**config.mk**
```make
export PLATFORM = sky130hd
export DESIGN_NAME = reader_response_frame_parser_flat
export DESIGN_NICKNAME = d
export VERILOG_FILES = /design/src/rtl/rrfp_pkg.sv /design/src/rtl/rrfp_ifs.sv /design/src/rtl/rrfp_ram.sv /design/src/rtl/rrfp_intake.sv /design/src/rtl/rrfp_seq.sv /design/src/rtl/reader_response_frame_parser.sv /design/src/flat_wrapper.sv
export SDC_FILE = /design/constraint.sdc
export NUM_CORES = 2
export LEC_CHECK = 0
export BUFFER_PORTS_ARGS = -buffer_cell sky130_fd_sc_hd__buf_2
export CAP_MARGIN = 20
export CORE_MARGIN = 1.5
export CORE_UTILIZATION = 30
export CTS_CLUSTER_SIZE = 10
export DETAILED_ROUTE_END_ITERATION = 8
export PLACE_DENSITY = 0.44
export SLEW_MARGIN = 20
export SYNTH_ARGS = -nofsm -noshare
export SYNTH_HDL_FRONTEND = slang
export SYNTH_SLANG_ARGS = --single-unit
```
**constraint.sdc**
```tcl
create_clock -name clk -period 5.6 [get_ports clk]
set_input_delay 0.28 -clock clk [delete_from_list [all_inputs] [get_ports clk]]
set_output_delay 0.28 -clock clk [all_outputs]
set_load 0.01 [all_outputs]
```
**src/rtl/rrfp_pkg.sv**
```systemverilog
// Shared constants, types and the CRC step for the reader response frame parser.
// No dependencies.
`timescale 1ns / 1ps
`default_nettype none

package rrfp_pkg;

    localparam int FRAME_BYTES   = 255;
    localparam int MAX_EPC_BYTES = 32;

    localparam int ADDR_W = $clog2(FRAME_BYTES);
    localparam int LEN_W  = ADDR_W + 1;
    localparam int CNT_W  = $clog2(MAX_EPC_BYTES + 1);
    localparam int IDX_W  = 14;
    localparam int CLS_W  = 3;

    localparam logic [7:0]  HEADER_BYTE = 8'hFF;
    localparam logic [7:0]  OP_TAG      = 8'h22;
    localparam logic [15:0] CRC_INIT    = 16'hFFFF;
    localparam logic [15:0] CRC_POLY    = 16'h1021;

    localparam logic [15:0] ST_KEEPALIVE = 16'h0400;
    localparam logic [15:0] ST_THROTTLE  = 16'h0504;
    localparam logic [15:0] ST_RETLOSS   = 16'h0505;
    localparam logic [7:0]  LEN_STATUS   = 8'h08;
    localparam logic [7:0]  LEN_TEMP     = 8'h0A;

    localparam int CRC_LAST_OFS  = 4;
    localparam int CRC_HI_OFS    = 5;
    localparam int FRAME_OVERHD  = 7;
    localparam int EBITS_OFS     = 27;
    localparam int EPC_OFS       = 31;

    localparam logic [ADDR_W-1:0] POS_HDR   = ADDR_W'(0);
    localparam logic [ADDR_W-1:0] POS_LEN   = ADDR_W'(1);
    localparam logic [ADDR_W-1:0] POS_OP    = ADDR_W'(2);
    localparam logic [ADDR_W-1:0] POS_ST_HI = ADDR_W'(3);
    localparam logic [ADDR_W-1:0] POS_ST_LO = ADDR_W'(4);
    localparam logic [ADDR_W-1:0] POS_RSSI  = ADDR_W'(12);
    localparam logic [ADDR_W-1:0] POS_FRQ2  = ADDR_W'(14);
    localparam logic [ADDR_W-1:0] POS_FRQ1  = ADDR_W'(15);
    localparam logic [ADDR_W-1:0] POS_FRQ0  = ADDR_W'(16);
    localparam logic [ADDR_W-1:0] POS_TS3   = ADDR_W'(17);
    localparam logic [ADDR_W-1:0] POS_TS2   = ADDR_W'(18);
    localparam logic [ADDR_W-1:0] POS_TS1   = ADDR_W'(19);
    localparam logic [ADDR_W-1:0] POS_TS0   = ADDR_W'(20);
    localparam logic [ADDR_W-1:0] POS_TL1   = ADDR_W'(24);
    localparam logic [ADDR_W-1:0] POS_TL0   = ADDR_W'(25);

    localparam logic [CLS_W-1:0] CLS_BAD_CRC   = 3'd0;
    localparam logic [CLS_W-1:0] CLS_KEEPALIVE = 3'd1;
    localparam logic [CLS_W-1:0] CLS_THROTTLE  = 3'd2;
    localparam logic [CLS_W-1:0] CLS_RETLOSS   = 3'd3;
    localparam logic [CLS_W-1:0] CLS_STATUS    = 3'd4;
    localparam logic [CLS_W-1:0] CLS_TEMP      = 3'd5;
    localparam logic [CLS_W-1:0] CLS_TAG       = 3'd6;
    localparam logic [CLS_W-1:0] CLS_UNK_OP    = 3'd7;

    typedef struct packed {
        logic [7:0]  len;
        logic [7:0]  op;
        logic [15:0] status;
        logic [7:0]  rssi;
        logic [23:0] freq;
        logic [31:0] ts;
        logic [15:0] tlen;
        logic        crc_ok;
    } frame_t;

    function automatic logic [15:0] crc_byte(input logic [15:0] crc, input logic [7:0] b);
        logic [15:0] c;
        logic        top;
        c = crc;
        for (int i = 7; i >= 0; i--)
        begin
            top = c[15];
            c   = {c[14:0], b[i]};
            if (top)
            begin
                c = c ^ CRC_POLY;
            end
        end
        return c;
    endfunction

endpackage

`default_nettype wire

```
**src/rtl/rrfp_ifs.sv**
```systemverilog
// Valid/ready channel interfaces for received bytes and parsed results.
// Depends on rrfp_pkg.
`timescale 1ns / 1ps
`default_nettype none

interface rrfp_in_if;
    logic       valid;
    logic       ready;
    logic [7:0] rx_byte;

    modport source (output valid, output rx_byte, input ready);
    modport sink   (input valid, input rx_byte, output ready);
endinterface

interface rrfp_out_if import rrfp_pkg::*; ();
    logic                    valid;
    logic                    ready;
    logic [CLS_W-1:0]        response_class;
    logic signed [7:0]       rssi;
    logic [23:0]             frequency;
    logic [31:0]             timestamp;
    logic [CNT_W-1:0]        epc_count;
    logic [7:0]              epc_byte;
    logic                    last;

    modport source (output valid, output response_class, output rssi, output frequency,
                    output timestamp, output epc_count, output epc_byte, output last,
                    input ready);
    modport sink   (input valid, input response_class, input rssi, input frequency,
                    input timestamp, input epc_count, input epc_byte, input last,
                    output ready);
endinterface

`default_nettype wire

```
**src/rtl/rrfp_ram.sv**
```systemverilog
// Generic simple dual-port RAM, one write port and one registered read port.
// No dependencies.
`timescale 1ns / 1ps
`default_nettype none

module rrfp_ram #(
    parameter int WIDTH = 8,
    parameter int DEPTH = 256
) (
    input  wire logic                     clk,
    input  wire logic                     wr_en,
    input  wire logic [$clog2(DEPTH)-1:0] wr_addr,
    input  wire logic [WIDTH-1:0]         wr_data,
    input  wire logic                     rd_en,
    input  wire logic [$clog2(DEPTH)-1:0] rd_addr,
    output logic      [WIDTH-1:0]         rd_data
);

    logic [WIDTH-1:0] mem [DEPTH];

    always_ff @(posedge clk)
    begin
        if (wr_en)
        begin
            mem[wr_addr] <= wr_data;
        end
        if (rd_en)
        begin
            rd_data <= mem[rd_addr];
        end
    end

endmodule

`default_nettype wire

```
**src/rtl/rrfp_intake.sv**
```systemverilog
// Byte intake: header hunt, write position, running CRC and header field capture.
// Depends on rrfp_pkg; drives the write port of the frame RAM.
`timescale 1ns / 1ps
`default_nettype none

module rrfp_intake import rrfp_pkg::*; (
    input  wire logic              clk,
    input  wire logic              rst_n,
    input  wire logic              beat,
    input  wire logic [7:0]        rx_byte,
    output logic                   wr_en,
    output logic [ADDR_W-1:0]      wr_addr,
    output logic [7:0]             wr_data,
    output logic                   frame_done,
    output frame_t                 frame
);

    logic [ADDR_W-1:0] pos_reg, pos_next;
    logic [15:0]       crc_reg, crc_next;
    logic              hi_ok_reg, hi_ok_next;
    frame_t            frame_reg, frame_next;

    logic              hunting;
    logic              store;
    logic [7:0]        len_cur;
    logic [LEN_W-1:0]  pos9;
    logic [LEN_W-1:0]  len9;

    assign hunting = (pos_reg == POS_HDR);
    assign store   = beat && (!hunting || rx_byte == HEADER_BYTE);
    assign len_cur = (pos_reg == POS_LEN) ? rx_byte : frame_reg.len;
    assign pos9    = {1'b0, pos_reg};
    assign len9    = {1'b0, len_cur};

    assign frame_done = store && !hunting && pos_reg != ADDR_W'(FRAME_BYTES - 1)
                        && (pos9 + 1'b1) == (len9 + LEN_W'(FRAME_OVERHD));

    assign wr_en   = store;
    assign wr_addr = pos_reg;
    assign wr_data = rx_byte;
    assign frame   = frame_reg;

    always_comb
    begin
        pos_next   = pos_reg;
        crc_next   = crc_reg;
        hi_ok_next = hi_ok_reg;
        frame_next = frame_reg;
        if (store)
        begin
            pos_next = (frame_done || pos_reg == ADDR_W'(FRAME_BYTES - 1)) ?
                       POS_HDR : pos_reg + 1'b1;
            if (hunting)
            begin
                frame_next = '0;
                crc_next   = CRC_INIT;
                hi_ok_next = 1'b0;
            end
            else
            begin
                if (pos9 <= len9 + LEN_W'(CRC_LAST_OFS))
                begin
                    crc_next = crc_byte(crc_reg, rx_byte);
                end
                if (pos9 == len9 + LEN_W'(CRC_HI_OFS))
                begin
                    hi_ok_next = (rx_byte == crc_reg[15:8]);
                end
                if (frame_done)
                begin
                    frame_next.crc_ok = hi_ok_reg && (rx_byte == crc_reg[7:0]);
                end
                case (pos_reg)
                    POS_LEN:   frame_next.len          = rx_byte;
                    POS_OP:    frame_next.op           = rx_byte;
                    POS_ST_HI: frame_next.status[15:8] = rx_byte;
                    POS_ST_LO: frame_next.status[7:0]  = rx_byte;
                    POS_RSSI:  frame_next.rssi         = rx_byte;
                    POS_FRQ2:  frame_next.freq[23:16]  = rx_byte;
                    POS_FRQ1:  frame_next.freq[15:8]   = rx_byte;
                    POS_FRQ0:  frame_next.freq[7:0]    = rx_byte;
                    POS_TS3:   frame_next.ts[31:24]    = rx_byte;
                    POS_TS2:   frame_next.ts[23:16]    = rx_byte;
                    POS_TS1:   frame_next.ts[15:8]     = rx_byte;
                    POS_TS0:   frame_next.ts[7:0]      = rx_byte;
                    POS_TL1:   frame_next.tlen[15:8]   = rx_byte;
                    POS_TL0:   frame_next.tlen[7:0]    = rx_byte;
                    default:   ;
                endcase
            end
        end
    end

    always_ff @(posedge clk or negedge rst_n)
    begin
        if (!rst_n)
        begin
            pos_reg   <= POS_HDR;
            crc_reg   <= CRC_INIT;
            hi_ok_reg <= 1'b0;
        end
        else
        begin
            pos_reg   <= pos_next;
            crc_reg   <= crc_next;
            hi_ok_reg <= hi_ok_next;
        end
    end

    always_ff @(posedge clk)
    begin
        frame_reg <= frame_next;
    end

endmodule

`default_nettype wire

```
**src/rtl/rrfp_seq.sv**
```systemverilog
// Frame-end sequencer: classification, EPC length and EPC byte reads from the
// frame RAM, and the output register. Depends on rrfp_pkg and rrfp_out_if.
`timescale 1ns / 1ps
`default_nettype none

module rrfp_seq import rrfp_pkg::*; (
    input  wire logic              clk,
    input  wire logic              rst_n,
    input  wire logic              frame_done,
    input  wire frame_t            frame,
    input  wire logic [7:0]        rd_q,
    output logic                   rd_en,
    output logic [ADDR_W-1:0]      rd_addr,
    output logic                   idle,
    rrfp_out_if.source             resp
);

    localparam logic [2:0] ST_IDLE  = 3'd0;
    localparam logic [2:0] ST_CLASS = 3'd1;
    localparam logic [2:0] ST_EHI   = 3'd2;
    localparam logic [2:0] ST_ELO   = 3'd3;
    localparam logic [2:0] ST_RD    = 3'd4;
    localparam logic [2:0] ST_EMIT  = 3'd5;
    localparam logic [2:0] ST_ONE   = 3'd6;

    logic [2:0]       state_reg, state_next;
    logic [CLS_W-1:0] cls_reg, cls_next;
    logic [IDX_W-1:0] d_reg, d_next;
    logic [7:0]       ehi_reg, ehi_next;
    logic [CNT_W-1:0] n_reg, n_next;
    logic [CNT_W-1:0] x_reg, x_next;
    logic             ok_reg;

    logic             out_valid_reg, out_valid_next;
    logic [CLS_W-1:0] out_cls_reg;
    logic [7:0]       out_rssi_reg;
    logic [23:0]      out_freq_reg;
    logic [31:0]      out_ts_reg;
    logic [CNT_W-1:0] out_cnt_reg;
    logic [7:0]       out_epc_reg;
    logic             out_last_reg;

    logic [CLS_W-1:0] cls_calc;
    logic [16:0]      tlen_up;
    logic [IDX_W-1:0] d_calc;
    logic [LEN_W-1:0] frame_end;
    logic [IDX_W-1:0] rd_idx;
    logic             rd_ok;
    logic [7:0]       rd_byte;
    logic [12:0]      ebytes;
    logic [12:0]      ebytes_net;
    logic [CNT_W-1:0] n_calc;
    logic             slot_free;
    logic             load;
    logic             load_tag;
    logic [CLS_W-1:0] load_cls;
    logic [7:0]       load_epc;
    logic             load_last;

    always_comb
    begin
        if (!frame.crc_ok)
        begin
            cls_calc = CLS_BAD_CRC;
        end
        else if (frame.op != OP_TAG)
        begin
            cls_calc = CLS_UNK_OP;
        end
        else if (frame.len == 8'd0)
        begin
            if (frame.status == ST_KEEPALIVE)
            begin
                cls_calc = CLS_KEEPALIVE;
            end
            else if (frame.status == ST_THROTTLE)
            begin
                cls_calc = CLS_THROTTLE;
            end
            else if (frame.status == ST_RETLOSS)
            begin
                cls_calc = CLS_RETLOSS;
            end
            else
            begin
                cls_calc = CLS_STATUS;
            end
        end
        else if (frame.len == LEN_STATUS)
        begin
            cls_calc = CLS_STATUS;
        end
        else if (frame.len == LEN_TEMP)
        begin
            cls_calc = CLS_TEMP;
        end
        else
        begin
            cls_calc = CLS_TAG;
        end
    end

    assign tlen_up   = {1'b0, frame.tlen} + 17'd7;
    assign d_calc    = tlen_up[16:3];
    assign frame_end = {1'b0, frame.len} + LEN_W'(FRAME_OVERHD);

    always_comb
    begin
        case (state_reg)
            ST_CLASS: rd_idx = d_calc + IDX_W'(EBITS_OFS);
            ST_EHI:   rd_idx = d_reg + IDX_W'(EBITS_OFS + 1);
            ST_RD:    rd_idx = d_reg + IDX_W'(EPC_OFS) + IDX_W'(x_reg);
            default:  rd_idx = '0;
        endcase
    end

    assign rd_ok   = rd_idx < IDX_W'(frame_end);
    assign rd_addr = rd_idx[ADDR_W-1:0];
    assign rd_en   = (state_reg == ST_CLASS && cls_calc == CLS_TAG)
                     || state_reg == ST_EHI || state_reg == ST_RD;
    assign rd_byte = ok_reg ? rd_q : 8'd0;

    assign ebytes     = {ehi_reg, rd_byte[7:3]};
    assign ebytes_net = ebytes - 13'd4;
    always_comb
    begin
        if (ebytes <= 13'd4)
        begin
            n_calc = '0;
        end
        else if (ebytes_net > 13'(MAX_EPC_BYTES))
        begin
            n_calc = CNT_W'(MAX_EPC_BYTES);
        end
        else
        begin
            n_calc = ebytes_net[CNT_W-1:0];
        end
    end

    assign slot_free = !out_valid_reg || resp.ready;
    assign load      = slot_free && (state_reg == ST_EMIT || state_reg == ST_ONE);
    assign load_tag  = (state_reg == ST_EMIT) || (cls_reg == CLS_TAG);
    assign load_cls  = (state_reg == ST_EMIT) ? CLS_TAG : cls_reg;
    assign load_epc  = (state_reg == ST_EMIT) ? rd_byte : 8'd0;
    assign load_last = (state_reg == ST_ONE) || (x_reg + 1'b1 == n_reg);

    always_comb
    begin
        state_next = state_reg;
        cls_next   = cls_reg;
        d_next     = d_reg;
        ehi_next   = ehi_reg;
        n_next     = n_reg;
        x_next     = x_reg;
        case (state_reg)
            ST_IDLE:
            begin
                if (frame_done)
                begin
                    state_next = ST_CLASS;
                end
            end
            ST_CLASS:
            begin
                cls_next   = cls_calc;
                d_next     = d_calc;
                n_next     = '0;
                state_next = (cls_calc == CLS_TAG) ? ST_EHI : ST_ONE;
            end
            ST_EHI:
            begin
                ehi_next   = rd_byte;
                state_next = ST_ELO;
            end
            ST_ELO:
            begin
                n_next     = n_calc;
                x_next     = '0;
                state_next = (n_calc == '0) ? ST_ONE : ST_RD;
            end
            ST_RD:
            begin
                state_next = ST_EMIT;
            end
            ST_EMIT:
            begin
                if (slot_free)
                begin
                    x_next     = x_reg + 1'b1;
                    state_next = load_last ? ST_IDLE : ST_RD;
                end
            end
            ST_ONE:
            begin
                if (slot_free)
                begin
                    state_next = ST_IDLE;
                end
            end
            default:
            begin
                state_next = ST_IDLE;
            end
        endcase
    end

    always_comb
    begin
        out_valid_next = out_valid_reg;
        if (load)
        begin
            out_valid_next = 1'b1;
        end
        else if (resp.ready)
        begin
            out_valid_next = 1'b0;
        end
    end

    always_ff @(posedge clk or negedge rst_n)
    begin
        if (!rst_n)
        begin
            state_reg     <= ST_IDLE;
            out_valid_reg <= 1'b0;
        end
        else
        begin
            state_reg     <= state_next;
            out_valid_reg <= out_valid_next;
        end
    end

    always_ff @(posedge clk)
    begin
        cls_reg <= cls_next;
        d_reg   <= d_next;
        ehi_reg <= ehi_next;
        n_reg   <= n_next;
        x_reg   <= x_next;
        if (rd_en)
        begin
            ok_reg <= rd_ok;
        end
        if (load)
        begin
            out_cls_reg  <= load_cls;
            out_rssi_reg <= load_tag ? frame.rssi : 8'd0;
            out_freq_reg <= load_tag ? frame.freq : 24'd0;
            out_ts_reg   <= load_tag ? frame.ts : 32'd0;
            out_cnt_reg  <= n_reg;
            out_epc_reg  <= load_epc;
            out_last_reg <= load_last;
        end
    end

    assign idle                = (state_reg == ST_IDLE);
    assign resp.valid          = out_valid_reg;
    assign resp.response_class = out_cls_reg;
    assign resp.rssi           = $signed(out_rssi_reg);
    assign resp.frequency      = out_freq_reg;
    assign resp.timestamp      = out_ts_reg;
    assign resp.epc_count      = out_cnt_reg;
    assign resp.epc_byte       = out_epc_reg;
    assign resp.last           = out_last_reg;

endmodule

`default_nettype wire

```
**src/rtl/reader_response_frame_parser.sv**
```systemverilog
// Reader response frame parser: one byte beat per cycle while idle. After the frame's
// last byte the sequencer holds rx off: a single result goes through the CLASS and ONE
// states before it is registered; a tag frame reads its EPC length in the CLASS, EHI and
// ELO states, then does one RAM read per EPC byte (states RD and EMIT), or goes to ONE
// when it has none. A stalled result holds the sequencer and rx.
// Reset clears the write position, CRC and sequencer; the frame RAM is not cleared.
`timescale 1ns / 1ps
`default_nettype none

module reader_response_frame_parser import rrfp_pkg::*; (
    input  wire logic  clk,
    input  wire logic  rst_n,
    rrfp_in_if.sink    rx,
    rrfp_out_if.source resp
);

    logic              beat;
    logic              wr_en;
    logic [ADDR_W-1:0] wr_addr;
    logic [7:0]        wr_data;
    logic              rd_en;
    logic [ADDR_W-1:0] rd_addr;
    logic [7:0]        rd_q;
    logic              frame_done;
    frame_t            frame;
    logic              idle;

    assign rx.ready = idle;
    assign beat     = rx.valid && idle;

    rrfp_intake u_intake (
        .clk        (clk),
        .rst_n      (rst_n),
        .beat       (beat),
        .rx_byte    (rx.rx_byte),
        .wr_en      (wr_en),
        .wr_addr    (wr_addr),
        .wr_data    (wr_data),
        .frame_done (frame_done),
        .frame      (frame)
    );

    rrfp_ram #(
        .WIDTH (8),
        .DEPTH (FRAME_BYTES)
    ) u_ram (
        .clk     (clk),
        .wr_en   (wr_en),
        .wr_addr (wr_addr),
        .wr_data (wr_data),
        .rd_en   (rd_en),
        .rd_addr (rd_addr),
        .rd_data (rd_q)
    );

    rrfp_seq u_seq (
        .clk        (clk),
        .rst_n      (rst_n),
        .frame_done (frame_done),
        .frame      (frame),
        .rd_q       (rd_q),
        .rd_en      (rd_en),
        .rd_addr    (rd_addr),
        .idle       (idle),
        .resp       (resp)
    );

endmodule

`default_nettype wire

```
**src/flat_wrapper.sv**
```systemverilog
// flat-port wrapper written by rule: the top's interface ports become plain ports
module reader_response_frame_parser_flat import rrfp_pkg::*;
  (clk, rst_n, rx_valid, rx_rx_byte, rx_ready, resp_valid, resp_response_class, resp_rssi, resp_frequency, resp_timestamp, resp_epc_count, resp_epc_byte, resp_last, resp_ready);
  rrfp_in_if rx_i ();
  rrfp_out_if resp_i ();
  input  wire logic clk;
  input  wire logic rst_n;
  input wire logic [$bits(rx_i.valid)-1:0] rx_valid;
  input wire logic [$bits(rx_i.rx_byte)-1:0] rx_rx_byte;
  output wire logic [$bits(rx_i.ready)-1:0] rx_ready;
  output wire logic [$bits(resp_i.valid)-1:0] resp_valid;
  output wire logic [$bits(resp_i.response_class)-1:0] resp_response_class;
  output wire logic [$bits(resp_i.rssi)-1:0] resp_rssi;
  output wire logic [$bits(resp_i.frequency)-1:0] resp_frequency;
  output wire logic [$bits(resp_i.timestamp)-1:0] resp_timestamp;
  output wire logic [$bits(resp_i.epc_count)-1:0] resp_epc_count;
  output wire logic [$bits(resp_i.epc_byte)-1:0] resp_epc_byte;
  output wire logic [$bits(resp_i.last)-1:0] resp_last;
  input wire logic [$bits(resp_i.ready)-1:0] resp_ready;
  assign rx_i.valid = rx_valid;
  assign rx_i.rx_byte = rx_rx_byte;
  assign rx_ready = rx_i.ready;
  assign resp_valid = resp_i.valid;
  assign resp_response_class = resp_i.response_class;
  assign resp_rssi = resp_i.rssi;
  assign resp_frequency = resp_i.frequency;
  assign resp_timestamp = resp_i.timestamp;
  assign resp_epc_count = resp_i.epc_count;
  assign resp_epc_byte = resp_i.epc_byte;
  assign resp_last = resp_i.last;
  assign resp_i.ready = resp_ready;
  reader_response_frame_parser u_core (.clk(clk), .rst_n(rst_n), .rx(rx_i), .resp(resp_i));
endmodule
```
==> results_tabular.tex <==
\begin{tabular}{lr}
\hline
Metric & Value \\
\hline
\multicolumn{2}{l}{\textbf{Outcome}} \\
Status & finished clean \\
\multicolumn{2}{l}{\textbf{STA}} \\
Worst hold margin & 0.0964 ns \\
Clock period minus worst slack & 5.38 ns \\
Clock skew after layout & 0.0681 ns \\
Max-slew headroom at the worst pin & 19.5\% \\
Setup-failing EPs final & 0 \\
Crit share post-route & 96.0\% \\
Achievable frequency & 0.186 GHz \\
Least-Margin Pin Slew & 1.20 ns \\
Final hold viol count & 0 \\
Number of max-slew violations in the final report & 0 \\
Final TNS setup & 0 ns \\
RSZ-0062 raised after global routing & no \\
\multicolumn{2}{l}{\textbf{Synthesis}} \\
Largest cells by area after synthesis & edfxtp\_1 73\%, nand2\_1 6.7\%, nand3\_1 2.8\% \\
Synth area leader & edfxtp\_1 \\
Post-synthesis sequential area ratio & 73.5\% \\
Most instantiated cells after synthesis & 2281 x edfxtp\_1, 1677 x nand2\_1, 519 x nand3\_1 \\
Distinct cell type count of the synthesized netlist & 92 \\
Predominant post-synthesis flop cell & edfxtp\_1 \\
Count leader, synth & edfxtp\_1 \\
Synthesized Nets & 7028 \\
Synthesis warning total & 0 \\
Post-synth ARST share & 1.26\% \\
Mean area per synthesized cell & 13.5 sq um \\
Post-synthesis instance area & 94200 sq um \\
Number of register bits inferred by synthesis & 2310 \\
Post-synthesis instance total & 6971 \\
Area share of the largest cell type after synthesis & 72.7\% \\
EDFF count, synth & 2281 \\
\multicolumn{2}{l}{\textbf{Die}} \\
Count of boundary I/O pins & 96 \\
Die boundary width & 563 um \\
Placeable core region & 312000 sq um \\
Area of the die & 317000 sq um \\
Chip Height & 563 um \\
Row count & 205 \\
Initial core utilization & 30.2\% \\
\multicolumn{2}{l}{\textbf{Route}} \\
Vias per cell & 5.28 \\
Count of antenna-violating nets left after detailed routing & 0 \\
Number of design-rule violations left by the first detailed-router iteration & 6788 \\
DRC violations left & 0 \\
Total via count in the routed design & 62100 \\
Total wire length & 337000 um \\
Average wire per standard cell & 28.6 um \\
TritonRoute pass-1 iters & 6 \\
\multicolumn{2}{l}{\textbf{Power}} \\
Sw Pwr & 26.2 mW \\
Share of power burned in registers & 32.0\% \\
Switching share of power & 41.7\% \\
Combinational share of power & 42.0\% \\
Pwr per Cell Area & 564 nW/um\^{}2 \\
Lkg Pwr & 37.6 nW \\
Internal power & 36.6 mW \\
Worst ir drop on vdd & 703 uV \\
Clock power share & 26.0\% \\
\multicolumn{2}{l}{\textbf{Job}} \\
Max-cap violations & 0 \\
\multicolumn{2}{l}{\textbf{Placement}} \\
Instance area after placement & 103000 sq um \\
Gpl congestion & 0.878 \\
Input/output buffers & 95 \\
Placed wire-length estimate & 216000 um \\
\multicolumn{2}{l}{\textbf{Global route}} \\
Largest net degree at the start of global routing & 158 \\
Wire length of the first global-routing pass & 473000 um \\
Vias in the first global route & 60000 \\
Global-route usage over all layers & 20.8\% \\
Number of antenna violations at the first check in global routing & 18 \\
Total congestion overflow after global routing & 0 \\
\multicolumn{2}{l}{\textbf{Clocking}} \\
CTS clk-pin slew, worst paths & 0.06 ns \\
Number of levels in the clock H-tree & 5 \\
Buffer type at the clock tree root & clkbuf\_16 \\
Clock insertion delay at the later pin of the skew report & 0.87 ns \\
Number of setup buffers added after CTS & 0 \\
Post-cts sizing count & 0 \\
Num CTS Buffers & 282 \\
Hold-fix buffers, CTS & 9 \\
Clock sinks & 2310 \\
Maximum clock path buffer count & 4 \\
Clock tree from TritonCTS & yes \\
\multicolumn{2}{l}{\textbf{Critical path}} \\
Destination of the worst register-to-register timing path & u\_core.u\_ram.rd\_data[7] \\
Source of the worst register-to-register timing path & u\_core.u\_intake.frame[2] \\
Buffering stage count on the worst path with inverters included & 2 \\
CP Class & reg2reg \\
Cell-by-cell trace of the critical path & o31ai\_1 -> xor2\_1 -> ha\_1 -> or4b\_1 -> o311ai\_1 -> xor2\_1 -> nand2b\_1 -> and2\_2 -> inv\_2 -> buf\_12 -> nor2\_1 -> a221oi\_1 -> o211ai\_1 -> o2bb2ai\_1 -> a211oi\_1 \\
Most frequent CP cell & xor2\_1 \\
Worst-path fanout max & 42 \\
Data arrival, critical path & 5.96 ns \\
Largest delay share family, worst path & compound AO/OA/AOI/OAI gates \\
Standard cell with the maximum stage delay on the critical path & o211ai\_1 \\
Kind of launch point of the worst setup path & flop \\
Worst setup path startpoint & u\_core.u\_intake.frame[2] \\
Cell depth of the worst setup path & 15 \\
Critical Path End Type & flop \\
Flop2flop setup slack & 0.22 ns \\
Depth of the most critical reg-to-reg path & 15 \\
End of the critical path & u\_core.u\_ram.rd\_data[7] \\
Maximum cell stage delay along the critical path & 0.62 ns \\
Data required, critical path & 6.19 ns \\
\multicolumn{2}{l}{\textbf{Layout}} \\
Filler instances & 30100 \\
Layout cells sized above 1 & 15.3\% \\
Post-route standard cell area excluding fillers & 111000 sq um \\
Net total in the final layout & 7594 \\
Area of the multi-input gates & 22800 sq um \\
Area Growth Syn to Fin & 18.2\% \\
Share of the core filled with cells in the final layout & 35.7\% \\
Sequential cell area & 69200 sq um \\
Flip-flop count of the largest register, all copies and words added & 2040 \\
\multicolumn{2}{l}{\textbf{Min path}} \\
Worst hold path type & in2async \\
\hline
\end{tabular}
[routing by layer]
layer	global-route usage [%]	wire length (um)	vias up
li1	-	-	27000
met1	29.3	148000	32000
met2	33.0	154000	2567
met3	3.50	23900	505
met4	6.03	10400	10
met5	0	66	-
[layout by cell type, fill, tap and decap left out, types with 69 or more instances in the layout]
master,Yosys,final
edfxtp_1,2281,2281
nand2_1,1677,1664
buf_4,31,580
nand3_1,519,519
nor2_1,377,376
clkbuf_16,0,290
a21oi_1,155,153
a311oi_1,136,135
mux2i_1,128,128
and3_1,116,114
o21ai_0,113,112
a31oi_1,110,110
a32oi_1,90,90
buf_2,197,88
and2_1,78,76
a211oi_1,70,69
[cells by family after synthesis]
logic type	after synthesis	synth area share (%)
xor gates and xnor gates	106	1.03
adders and majority gates	45	0.605
DFF	2310	73.5
AOI/OAI and AO/OA	830	6.24
and+or+nand+nor	2986	13.7
muxes	176	2.46
buffers and inverters	518	2.51
[layout make-up]
| cell class | instances | area share, % |
|---|---|---|
| Antenna cell | 6 | 0.0135 |
| Inverter | 60 | 0.217 |
| Tap cell | 4140 | 4.65 |
| Sequential cell | 2310 | 62.2 |
| Multi-Input combinational cell | 4143 | 20.5 |
| Timing Repair Buffer | 740 | 5.48 |
| Clock buffer | 342 | 6.71 |
| Clock inverter | 33 | 0.279 |
[power groups by stage]
stage / clock network (mW) / registers, mW / logic (mW)
CTS: 16.6 / 20.1 / 26.3
detailed placement: 0 / 20.4 / 26.2
global route: 17.2 / 20.1 / 27.6
floorplan: 0 / 20.4 / 13.0
global placement: 0 / 20.4 / 26.2
finish: 16.3 / 20.1 / 26.4
[worst register-to-register path, cell delays in order, from the launching register on]
cell and delay [ns]:
edfxtp_1 0.43, o31ai_1 0.51, xor2_1 0.23, ha_1 0.26
or4b_1 0.45, o311ai_1 0.11, xor2_1 0.16, nand2b_1 0.10
and2_2 0.57, inv_2 0.15, buf_12 0.20, nor2_1 0.55
a221oi_1 0.33, o211ai_1 0.62, o2bb2ai_1 0.35, a211oi_1 0.09
[how the worst min path moves through the flow]
stage / end / cells after the start
final: u_core.u_intake.hi_ok_reg / 2
after global routing: u_core.u_intake.hi_ok_reg / 2
after CTS: u_core.u_seq.state_reg[1] / 2
after detailed placement: u_core.u_seq.resp.valid / 1
after global placement: u_core.u_seq.resp.valid / 1
after floorplan: u_core.u_intake.hi_ok_reg / 0
[stage by stage]
step,std cells,setup slack (ns),power (mW)
global route,11800,0.0249,65.0
floorplan,6971,0.645,33.4
finish,11800,0.225,62.8
global placement,11400,0.294,46.7
CTS,11800,0.244,63.0
detailed placement,11400,0.252,46.6
Note: power is estimated with default switching activity, not from simulation.
